--- config.mk ---
export PLATFORM = sky130hd
export DESIGN_NAME = arming_spool_landed_supervisor_core
export DESIGN_NICKNAME = d
export VERILOG_FILES = /design/src/rtl/aslsup_pkg.sv /design/src/rtl/aslsup_ctrl.sv /design/src/rtl/aslsup_dp.sv /design/src/rtl/arming_spool_landed_supervisor_core.sv
export VERILOG_INCLUDE_DIRS = /design/src /design/src/rtl
export SDC_FILE = /design/constraint.sdc
export NUM_CORES = 1
export LEC_CHECK = 0
export BUFFER_PORTS_ARGS = -buffer_cell sky130_fd_sc_hd__buf_2
export CAP_MARGIN = 5
export CORE_AREA = 2 2 342 310
export CTS_BUF_LIST = sky130_fd_sc_hd__clkbuf_2 sky130_fd_sc_hd__clkbuf_4 sky130_fd_sc_hd__clkbuf_8
export CTS_CLUSTER_SIZE = 10
export DETAILED_ROUTE_END_ITERATION = 8
export DIE_AREA = 0 0 344 312
export PLACE_DENSITY = 0.38
export SKIP_LAST_GASP = 1
export SYNTH_ARGS = -nofsm -noshare
export SYNTH_HDL_FRONTEND = slang
export SYNTH_SLANG_ARGS = --single-unit
--- constraint.sdc ---
create_clock -name clk -period 6.11 [get_ports clk]
set_clock_uncertainty 0.05 [all_clocks]
set_input_delay 1.833 -clock clk [delete_from_list [all_inputs] [get_ports clk]]
set_output_delay 1.833 -clock clk [all_outputs]
set_load 0.02 [all_outputs]
--- src/rtl/arming_spool_landed_supervisor_core_macros.svh ---
// Assertion macros shared by the supervisor core.
`ifndef ARMING_SPOOL_LANDED_SUPERVISOR_CORE_MACROS_SVH
`define ARMING_SPOOL_LANDED_SUPERVISOR_CORE_MACROS_SVH

// Same-cycle implication, disabled while reset is asserted.
`define ASLSUP_ASSERT_NOW(label, ante, cons, msg) \
    label: assert property (@(posedge clk) disable iff (!rst_n) (ante) |-> (cons)) \
        else $error(msg);

// Next-cycle implication, disabled while reset is asserted.
`define ASLSUP_ASSERT_NEXT(label, ante, cons, msg) \
    label: assert property (@(posedge clk) disable iff (!rst_n) (ante) |=> (cons)) \
        else $error(msg);

`endif

--- src/rtl/aslsup_pkg.sv ---
package aslsup_pkg;

    localparam int TICK_BITS = 16;
    localparam int CMP_BITS  = (TICK_BITS > 16) ? TICK_BITS : 16;
    localparam int PROD_BITS = 16 + TICK_BITS;
    localparam int DIV_STEPS = PROD_BITS;
    localparam int STEP_BITS = $clog2(DIV_STEPS);

    localparam logic [TICK_BITS-1:0] CNT_MAX = '1;

    localparam logic signed [15:0] MODE_EDGE_NEG = -16'sd10813;
    localparam logic signed [15:0] MODE_EDGE_POS = 16'sd10813;

    localparam logic [2:0] CFG_TAKEOFF_THR_STAB = 3'd0;
    localparam logic [2:0] CFG_TAKEOFF_THR_HOLD = 3'd1;
    localparam logic [2:0] CFG_TAKEOFF_DEBOUNCE = 3'd2;
    localparam logic [2:0] CFG_SPOOL_TICKS      = 3'd3;
    localparam logic [2:0] CFG_LANDED_THRUST    = 3'd4;
    localparam logic [2:0] CFG_LANDED_SPEED     = 3'd5;
    localparam logic [2:0] CFG_LANDED_DEBOUNCE  = 3'd6;

    typedef enum logic [1:0] {
        PH_DISARMED = 2'd0,
        PH_IDLE     = 2'd1,
        PH_ACTIVE   = 2'd2
    } phase_t;

    typedef enum logic [1:0] {
        MODE_STAB = 2'd0,
        MODE_ALT  = 2'd1,
        MODE_POS  = 2'd2
    } mode_t;

    typedef enum logic [1:0] {
        CTL_IDLE  = 2'd0,
        CTL_MUL   = 2'd1,
        CTL_DIV   = 2'd2,
        CTL_WRITE = 2'd3
    } ctl_state_t;

    typedef struct packed {
        logic accept;
        logic mul_load;
        logic div_step;
        logic out_load;
    } dp_cmd_t;

    typedef struct packed {
        logic spool_now;
        logic out_free;
    } dp_status_t;

    // Saturating increment of a tick counter.
    function automatic logic [TICK_BITS-1:0] bump(input logic [TICK_BITS-1:0] c);
        return (c == CNT_MAX) ? c : c + 1'b1;
    endfunction

endpackage

--- src/rtl/aslsup_ctrl.sv ---
module aslsup_ctrl (
    input  logic                    clk,
    input  logic                    rst_n,
    input  logic                    in_valid,
    output logic                    in_stall,
    input  aslsup_pkg::dp_status_t  status,
    output aslsup_pkg::dp_cmd_t     cmd
);

    aslsup_pkg::ctl_state_t           state_reg, state_next;
    logic [aslsup_pkg::STEP_BITS-1:0] step_reg, step_next;

    always_ff @(posedge clk or negedge rst_n)
    begin
        if (!rst_n)
        begin
            state_reg <= aslsup_pkg::CTL_IDLE;
            step_reg  <= '0;
        end
        else
        begin
            state_reg <= state_next;
            step_reg  <= step_next;
        end
    end

    always_comb
    begin
        state_next = state_reg;
        step_next  = step_reg;
        cmd        = '0;
        case (state_reg)
            aslsup_pkg::CTL_IDLE:
            begin
                if (in_valid)
                begin
                    cmd.accept = 1'b1;
                    state_next = status.spool_now ? aslsup_pkg::CTL_MUL
                                                  : aslsup_pkg::CTL_WRITE;
                end
            end
            aslsup_pkg::CTL_MUL:
            begin
                cmd.mul_load = 1'b1;
                step_next    = aslsup_pkg::STEP_BITS'(aslsup_pkg::DIV_STEPS - 1);
                state_next   = aslsup_pkg::CTL_DIV;
            end
            aslsup_pkg::CTL_DIV:
            begin
                cmd.div_step = 1'b1;
                if (step_reg == '0)
                begin
                    state_next = aslsup_pkg::CTL_WRITE;
                end
                else
                begin
                    step_next = step_reg - 1'b1;
                end
            end
            aslsup_pkg::CTL_WRITE:
            begin
                // hold until the output register can take the result
                if (status.out_free)
                begin
                    cmd.out_load = 1'b1;
                    state_next   = aslsup_pkg::CTL_IDLE;
                end
            end
            default:
            begin
                state_next = aslsup_pkg::CTL_IDLE;
            end
        endcase
    end

    assign in_stall = (state_reg != aslsup_pkg::CTL_IDLE);

endmodule

--- src/rtl/aslsup_dp.sv ---
module aslsup_dp (
    input  logic                    clk,
    input  logic                    rst_n,
    input  logic                    cfg_write,
    input  logic [2:0]              cfg_index,
    input  logic [15:0]             cfg_data,
    input  logic                    armed,
    input  logic signed [15:0]      throttle_stick,
    input  logic signed [15:0]      mode_stick,
    input  logic signed [15:0]      cascade_thrust,
    input  logic signed [15:0]      vertical_speed,
    input  aslsup_pkg::dp_cmd_t     cmd,
    output aslsup_pkg::dp_status_t  status,
    input  logic                    out_stall,
    output logic                    out_valid,
    output logic [1:0]              phase,
    output logic [1:0]              fly_mode,
    output logic signed [15:0]      thrust_cmd,
    output logic                    cascade_enable,
    output logic                    controllers_reset,
    output logic                    spooling
);

    localparam int TB = aslsup_pkg::TICK_BITS;
    localparam int CB = aslsup_pkg::CMP_BITS;
    localparam int PB = aslsup_pkg::PROD_BITS;

    // configuration
    logic [14:0] thr_stab_reg, thr_hold_reg, land_thr_reg, land_spd_reg;
    logic [15:0] to_deb_reg, spool_tot_reg, land_deb_reg;

    // supervisor state
    aslsup_pkg::phase_t phase_reg, phase_next;
    aslsup_pkg::mode_t  mode_reg, mode_next;
    logic [TB-1:0]      takeoff_reg, takeoff_next;
    logic [TB-1:0]      landed_reg, landed_next;
    logic [TB-1:0]      spool_reg, spool_next;

    // tick evaluation results
    logic               rst_next, en_next, sp_next;
    logic [TB-1:0]      sc_mul_next;

    // staged result and ramp datapath
    aslsup_pkg::phase_t st_phase_reg;
    aslsup_pkg::mode_t  st_mode_reg;
    logic signed [15:0] st_thrust_reg;
    logic               st_en_reg, st_rst_reg, st_sp_reg, st_neg_reg;
    logic [15:0]        mag_reg;
    logic [TB-1:0]      sc_mul_reg;
    logic [PB-1:0]      dvd_reg;
    logic [15:0]        rem_reg;
    logic [15:0]        quo_reg;

    logic [16:0]        rem_shift;
    logic [17:0]        rem_diff;
    logic               rem_ge;
    logic [15:0]        ramp_thrust;

    // output register
    logic               out_valid_reg;
    aslsup_pkg::phase_t out_phase_reg;
    aslsup_pkg::mode_t  out_mode_reg;
    logic signed [15:0] out_thrust_reg;
    logic               out_en_reg, out_rst_reg, out_sp_reg;

    always_ff @(posedge clk or negedge rst_n)
    begin
        if (!rst_n)
        begin
            thr_stab_reg  <= 15'd6554;
            thr_hold_reg  <= 15'd16384;
            to_deb_reg    <= 16'd50;
            spool_tot_reg <= 16'd500;
            land_thr_reg  <= 15'd3277;
            land_spd_reg  <= 15'd26;
            land_deb_reg  <= 16'd200;
        end
        else if (cfg_write)
        begin
            case (cfg_index)
                aslsup_pkg::CFG_TAKEOFF_THR_STAB: thr_stab_reg  <= cfg_data[14:0];
                aslsup_pkg::CFG_TAKEOFF_THR_HOLD: thr_hold_reg  <= cfg_data[14:0];
                aslsup_pkg::CFG_TAKEOFF_DEBOUNCE: to_deb_reg    <= cfg_data;
                aslsup_pkg::CFG_SPOOL_TICKS:      spool_tot_reg <= cfg_data;
                aslsup_pkg::CFG_LANDED_THRUST:    land_thr_reg  <= cfg_data[14:0];
                aslsup_pkg::CFG_LANDED_SPEED:     land_spd_reg  <= cfg_data[14:0];
                aslsup_pkg::CFG_LANDED_DEBOUNCE:  land_deb_reg  <= cfg_data;
                default: ;
            endcase
        end
    end

    // Evaluate one tick from the ports and the current state.
    always_comb
    begin
        logic [14:0]        lvl;
        logic signed [16:0] thr_x, cthr_x, vz_x, avz;
        logic               looks_landed;

        thr_x  = {throttle_stick[15], throttle_stick};
        cthr_x = {cascade_thrust[15], cascade_thrust};
        vz_x   = {vertical_speed[15], vertical_speed};
        avz    = vertical_speed[15] ? -vz_x : vz_x;

        phase_next   = phase_reg;
        takeoff_next = takeoff_reg;
        landed_next  = landed_reg;
        spool_next   = spool_reg;
        rst_next     = 1'b0;
        en_next      = 1'b0;
        sp_next      = 1'b0;
        sc_mul_next  = spool_reg;
        looks_landed = 1'b0;

        if (mode_stick < aslsup_pkg::MODE_EDGE_NEG)
        begin
            mode_next = aslsup_pkg::MODE_STAB;
        end
        else if (mode_stick > aslsup_pkg::MODE_EDGE_POS)
        begin
            mode_next = aslsup_pkg::MODE_POS;
        end
        else
        begin
            mode_next = aslsup_pkg::MODE_ALT;
        end
        if (mode_next != mode_reg)
        begin
            rst_next = 1'b1;
        end
        lvl = (mode_next == aslsup_pkg::MODE_STAB) ? thr_stab_reg : thr_hold_reg;

        if (!armed)
        begin
            if (phase_reg != aslsup_pkg::PH_DISARMED)
            begin
                rst_next = 1'b1;
            end
            phase_next   = aslsup_pkg::PH_DISARMED;
            takeoff_next = '0;
            landed_next  = '0;
            spool_next   = '0;
        end
        else
        begin
            if (phase_reg != aslsup_pkg::PH_IDLE && phase_reg != aslsup_pkg::PH_ACTIVE)
            begin
                phase_next   = aslsup_pkg::PH_IDLE;
                rst_next     = 1'b1;
                takeoff_next = '0;
            end
            if (phase_next == aslsup_pkg::PH_IDLE)
            begin
                if (thr_x > $signed({2'b00, lvl}))
                begin
                    takeoff_next = aslsup_pkg::bump(takeoff_next);
                    if (CB'(takeoff_next) >= CB'(to_deb_reg))
                    begin
                        phase_next = aslsup_pkg::PH_ACTIVE;
                        spool_next = '0;
                    end
                end
                else
                begin
                    takeoff_next = '0;
                end
            end
            if (phase_next == aslsup_pkg::PH_IDLE)
            begin
                rst_next = 1'b1;
            end
            else
            begin
                en_next     = 1'b1;
                sc_mul_next = spool_next;
                sp_next     = CB'(spool_next) < CB'(spool_tot_reg);
                if (sp_next)
                begin
                    spool_next = aslsup_pkg::bump(spool_next);
                end
                looks_landed = !sp_next
                            && (cthr_x < $signed({2'b00, land_thr_reg}))
                            && (avz < $signed({2'b00, land_spd_reg}));
                if (looks_landed)
                begin
                    landed_next = aslsup_pkg::bump(landed_next);
                    if (CB'(landed_next) >= CB'(land_deb_reg))
                    begin
                        phase_next   = aslsup_pkg::PH_IDLE;
                        takeoff_next = '0;
                    end
                end
                else
                begin
                    landed_next = '0;
                end
            end
        end
    end

    always_ff @(posedge clk or negedge rst_n)
    begin
        if (!rst_n)
        begin
            phase_reg   <= aslsup_pkg::PH_DISARMED;
            mode_reg    <= aslsup_pkg::MODE_STAB;
            takeoff_reg <= '0;
            landed_reg  <= '0;
            spool_reg   <= '0;
        end
        else if (cmd.accept)
        begin
            phase_reg   <= phase_next;
            mode_reg    <= mode_next;
            takeoff_reg <= takeoff_next;
            landed_reg  <= landed_next;
            spool_reg   <= spool_next;
        end
    end

    assign status.spool_now = sp_next;

    // restoring divide step, one quotient bit per cycle
    assign rem_shift = {rem_reg, dvd_reg[PB-1]};
    assign rem_diff  = {1'b0, rem_shift} - {2'b00, spool_tot_reg};
    assign rem_ge    = !rem_diff[17];

    always_ff @(posedge clk)
    begin
        if (cmd.accept)
        begin
            st_phase_reg  <= phase_next;
            st_mode_reg   <= mode_next;
            st_en_reg     <= en_next;
            st_rst_reg    <= rst_next;
            st_sp_reg     <= sp_next;
            st_thrust_reg <= en_next ? cascade_thrust : 16'sd0;
            st_neg_reg    <= cascade_thrust[15];
            mag_reg       <= cascade_thrust[15] ? 16'(-cascade_thrust) : cascade_thrust;
            sc_mul_reg    <= sc_mul_next;
        end
        if (cmd.mul_load)
        begin
            dvd_reg <= PB'(mag_reg) * PB'(sc_mul_reg);
            rem_reg <= '0;
            quo_reg <= '0;
        end
        else if (cmd.div_step)
        begin
            dvd_reg <= {dvd_reg[PB-2:0], 1'b0};
            rem_reg <= rem_ge ? rem_diff[15:0] : rem_shift[15:0];
            quo_reg <= {quo_reg[14:0], rem_ge};
        end
    end

    assign ramp_thrust = st_neg_reg ? 16'(-quo_reg) : quo_reg;

    assign status.out_free = !out_valid_reg || !out_stall;

    always_ff @(posedge clk or negedge rst_n)
    begin
        if (!rst_n)
        begin
            out_valid_reg <= 1'b0;
        end
        else if (cmd.out_load)
        begin
            out_valid_reg <= 1'b1;
        end
        else if (!out_stall)
        begin
            out_valid_reg <= 1'b0;
        end
    end

    always_ff @(posedge clk)
    begin
        if (cmd.out_load)
        begin
            out_phase_reg  <= st_phase_reg;
            out_mode_reg   <= st_mode_reg;
            out_thrust_reg <= st_sp_reg ? $signed(ramp_thrust) : st_thrust_reg;
            out_en_reg     <= st_en_reg;
            out_rst_reg    <= st_rst_reg;
            out_sp_reg     <= st_sp_reg;
        end
    end

    assign out_valid         = out_valid_reg;
    assign phase             = out_phase_reg;
    assign fly_mode          = out_mode_reg;
    assign thrust_cmd        = out_thrust_reg;
    assign cascade_enable    = out_en_reg;
    assign controllers_reset = out_rst_reg;
    assign spooling          = out_sp_reg;

endmodule

--- src/rtl/arming_spool_landed_supervisor_core.sv ---
// Arming, spool-up and landed supervisor, one transaction per control tick.
// Input channel (in_valid/in_stall) carries the arm switch, throttle and mode
// sticks, cascade thrust and vertical speed. Output channel (out_valid/
// out_stall) returns phase, flight mode, gated thrust and the enable, reset
// and spooling flags. The write port (cfg_write/cfg_index/cfg_data) sets the
// seven thresholds; write only while no transaction is in flight.
// A tick without ramping goes from accept through the write state to
// out_valid; a ramp tick runs one multiply, then the serial divider at one
// quotient bit per cycle, then the output load once the output register is
// free. A new transaction is taken only after the current one is written to
// the output register, so the serial divider of the thrust ramp sets the pace.
// The output register decouples the sides: a new input is accepted while a
// result waits; a finished result holds in staging while out_stall is high.
// Reset restores the default thresholds, clears phase to disarmed, mode to
// stabilize and all tick counters to zero.
`include "arming_spool_landed_supervisor_core_macros.svh"

module arming_spool_landed_supervisor_core (
    input  logic               clk,
    input  logic               rst_n,
    // configuration write port
    input  logic               cfg_write,
    input  logic [2:0]         cfg_index,
    input  logic [15:0]        cfg_data,
    // input channel
    input  logic               in_valid,
    output logic               in_stall,
    input  logic               armed,
    input  logic signed [15:0] throttle_stick,
    input  logic signed [15:0] mode_stick,
    input  logic signed [15:0] cascade_thrust,
    input  logic signed [15:0] vertical_speed,
    // output channel
    output logic               out_valid,
    input  logic               out_stall,
    output logic [1:0]         phase,
    output logic [1:0]         fly_mode,
    output logic signed [15:0] thrust_cmd,
    output logic               cascade_enable,
    output logic               controllers_reset,
    output logic               spooling
);

    aslsup_pkg::dp_cmd_t    cmd;
    aslsup_pkg::dp_status_t status;

    // Sequence accept, multiply, divide and output load.
    aslsup_ctrl u_ctrl (
        .clk      (clk),
        .rst_n    (rst_n),
        .in_valid (in_valid),
        .in_stall (in_stall),
        .status   (status),
        .cmd      (cmd)
    );

    // Hold the supervisor state, evaluate ticks and run the thrust ramp.
    aslsup_dp u_dp (
        .clk               (clk),
        .rst_n             (rst_n),
        .cfg_write         (cfg_write),
        .cfg_index         (cfg_index),
        .cfg_data          (cfg_data),
        .armed             (armed),
        .throttle_stick    (throttle_stick),
        .mode_stick        (mode_stick),
        .cascade_thrust    (cascade_thrust),
        .vertical_speed    (vertical_speed),
        .cmd               (cmd),
        .status            (status),
        .out_stall         (out_stall),
        .out_valid         (out_valid),
        .phase             (phase),
        .fly_mode          (fly_mode),
        .thrust_cmd        (thrust_cmd),
        .cascade_enable    (cascade_enable),
        .controllers_reset (controllers_reset),
        .spooling          (spooling)
    );

    // Once a transaction is taken the block is busy on the next cycle.
    `ASLSUP_ASSERT_NEXT(a_busy_after_accept, cmd.accept, in_stall, "accept did not go busy")
    // Thrust passes only on the active path.
    `ASLSUP_ASSERT_NOW(a_thrust_gated, out_valid && !cascade_enable, thrust_cmd == 16'sd0,
        "thrust leaked while disabled")
    // The ramp runs only with the cascade enabled.
    `ASLSUP_ASSERT_NOW(a_spool_enabled, out_valid && spooling, cascade_enable,
        "spooling without enable")
    // A disarmed result never enables the cascade.
    `ASLSUP_ASSERT_NOW(a_disarmed_quiet,
        out_valid && (phase == aslsup_pkg::PH_DISARMED), !cascade_enable,
        "cascade enabled while disarmed")

endmodule
==> metrics.txt <==
routed vias/inst 4.538; 1st-iter DRT viols 820; family with the most delay on the worst path adder cells; failing checks setup timing; Buf/Inv on CP 3; minimum hold slack 0.3682 ns; Hold Path Sink u_dp.controllers_reset; Slew HR 26.02%; Final setup viols 66; critical path type flop to flop; GRT Total Usage 14.60%; Die Y 312 um; Cell Area, Synth 25830 um2; EDFF count, synth 111; Avg WL per Cell 17.44 um; Mapped Cells 2637; Initial DRT Pass Iterations 5; root buffer cell clkbuf_8; status finished, violations left; Finished Core Util 31.80%; Final Max Tran Viols 0; number of clock buffers inserted by TritonCTS 59; Final min period 6.597 ns; Tightest Pin Transition 1.095 ns; vias in the first global route 21.45k; sequential fraction of the synthesis area 31.81%; Vias 20.04k; core region area 103400 um2; P&R area growth vs syn 27.35%; global-route wire length before repair 124500 um; Detailed Route WL 77010 um; maximum root-to-sink buffer count 3; Yosys reg bits 311; Worst Hold Class flop to flop; dpl hpwl 59160 um; CP startpoint kind flop; min-delay src u_dp.st_rst_reg; Netlist cell types 94; residual DRC count 0; required time worst endpoint 6.43 ns; f_max 151.6 MHz; Critical Path Source u_dp.mag_reg[4]; Initial Utilization 24.97%; Die ar. 107300 um2; Crit Reg-Reg Endpoint u_dp.dvd_reg[30]; flop2flop setup slack -0.49 ns; ANT nets after route 0; Largest register FFs 32; fin area 32890 um2; Mean Syn Cell Area 9.794 um2; Reg2Reg Launch Point u_dp.mag_reg[4]; width of the die 344 um; final hold vios 0; CP cell instances buf_6, and2_4, fa_1, fa_1, fa_1, inv_2, fa_1, inv_2, fa_1, fa_1, ha_4, o21a_1, a2111oi_2, o211ai_1, and2_4, a311o_1, a211o_1, a21oi_2, xor2_1, o21ai_1; CTS sink cnt 311; Worst setup EP type flop; syn_nets 3146; asr flop ratio synth 54.02%; Clock Pin Slew Worst Setup and Hold Paths 0.06 ns; GPL Wtd Cong 0.8212; Min-Delay Path Depth 0; Top FF cell, synth dfrtp_1; Ys Warns 0; max incr delay on CP 0.57 ns; Arr. time, crit path 6.92 ns; Placed Area 29840 um2; largest net degree at the start of global routing 97; Skew-Pair Late Insertion Delay 0.67 ns; CTS HTree Levels 2; critical path fanouts, max 5; PortBufs 113; RSZ-0062 raised after global routing true; antenna violations before repair 2; CTS tree built; setup ws final -0.4872 ns; Top Ports 114; Max-Cap Viols 0; cell mode on critical path fa_1; slowest cell on the critical path fa_1; number of cell rows 112; worst reg-to-reg path cell count 20; gr ovfl total 0; fin nets 3505; Tcrit/Tclk final 108.0%; fraction of layout instances using a drive strength above 1 27.51%
## worst register-to-register path, cell delays in order (launching register included)
cell,delay [ns]
edfxtp_1,0.41
buf_6,0.17
and2_4,0.15
fa_1,0.55
fa_1,0.44
fa_1,0.52
inv_2,0.06
fa_1,0.57
inv_2,0.05
fa_1,0.46
fa_1,0.57
ha_4,0.21
o21a_1,0.19
a2111oi_2,0.37
o211ai_1,0.22
and2_4,0.23
a311o_1,0.36
a211o_1,0.32
a21oi_2,0.14
xor2_1,0.19
o21ai_1,0.07
## through the flow
stage	cells	setup TNS [ns]	worst slack, ns
after CTS	4396	-15.88	-0.5311
after global routing	4415	-35.15	-0.6980
after global placement	4238	-60.16	-1.161
after floorplan	2637	-44.43	-1.028
final	4416	-18.93	-0.4872
after detailed placement	4238	-64.54	-1.173
## cell usage after synthesis, drive strengths merged, types with 15 or more instances
library cell / instances / share of area, %
inv: 328 / 4.8
dfxtp: 32 / 2.5
o21a: 17 / 0.49
xnor2: 70 / 2.4
a21oi: 99 / 1.9
a211oi: 15 / 0.49
xor2: 32 / 1.1
clkbuf: 84 / 1.2
fa: 195 / 15
nor2: 107 / 1.6
mux2i: 34 / 1.3
and3: 17 / 0.41
nor3: 33 / 0.64
mux2: 105 / 4.6
edfxtp: 111 / 13
dfrtp: 138 / 13
ha: 225 / 11
a22o: 21 / 0.71
nand4: 23 / 0.56
a21o: 29 / 0.84
nand3: 45 / 0.87
dfstp: 30 / 3.1
o21ai: 92 / 1.8
nand2: 371 / 5.4
and2: 141 / 3.4
## cell usage in the layout, fill, tap and decap left out, types with 13 or more instances in the layout
master and instances:
clkbuf_8 72, fa_2 13, xnor2_1 70, and2_1 120, ha_4 21, buf_12 24, and2_4 21, a21oi_1 80
edfxtp_1 111, dfrtp_1 138, fa_1 182, xor2_1 31, and3_1 17, nor2_1 104, mux2_2 100, o21a_1 17
nand3_1 39, dfstp_2 30, nand2_1 342, o21ai_0 75, buf_6 60, nand2_2 19, a21oi_2 14, dfxtp_1 32
nand4_1 23, a21o_1 29, mux2i_1 33, inv_1 318, a22o_1 21, buf_4 187, nor3_1 28, ha_1 198
buf_2 111, clkbuf_4 17
## layout make-up
type | instances | area (um2)
clock inverter | 22 | 255.2
sequential | 311 | 8215
inverter | 329 | 1235
multi-input combinational | 1905 | 17080
tap | 1368 | 1712
fill | 10730 | 70530
antenna | 2 | 5.005
clock buffer | 89 | 1119
timing repair buffer | 390 | 3271
## how the worst max path moves through the flow
stage                                to  cells after the start  slack [ns]
floorplan           u_dp.takeoff_reg[2]                     26       -1.03
global placement    u_dp.takeoff_reg[2]                     25       -1.16
detailed placement    u_dp.spool_reg[6]                     23       -1.17
CTS                    u_dp.dvd_reg[30]                     21       -0.53
global route          u_dp.spool_reg[6]                     26       -0.70
finish                 u_dp.dvd_reg[30]                     20       -0.49
## layer usage
metal | vias to the layer above | wire length (um) | GRT usage [%]
met1 | 9987 | 37110 | 20.70
li1 | 9675 | - | -
met2 | 293 | 36500 | 24.04
met4 | 0 | 1258 | 2.875
met5 | - | 0 | 0
met3 | 87 | 2138 | 1.575
## kinds of logic (layout without fill, tap and decap cells)
logic type,after synthesis,count (layout),synth area share (%)
and+or+nand+nor,832,835,15.69
buffers and inverters,425,830,6.312
adders and majority gates,420,420,26.01
AOI/OAI and AO/OA,408,409,10.82
DFF,311,311,31.81
muxes,139,139,5.896
xor gates and xnor gates,102,102,3.459
other,0,2,0
## timing repair
item / 4_1_cts / 5_1_grt
pin swaps: 117 / 106
resized for setup: 152 / 106
hold buffers: 0 / 0
gates cloned: 9 / 0
endpoints found under the setup margin: 72 / 71
buffers inserted: 44 / 26
Power is not shown: default switching activity piles up to over one toggle a cycle in this logic, so the estimate is an artifact.
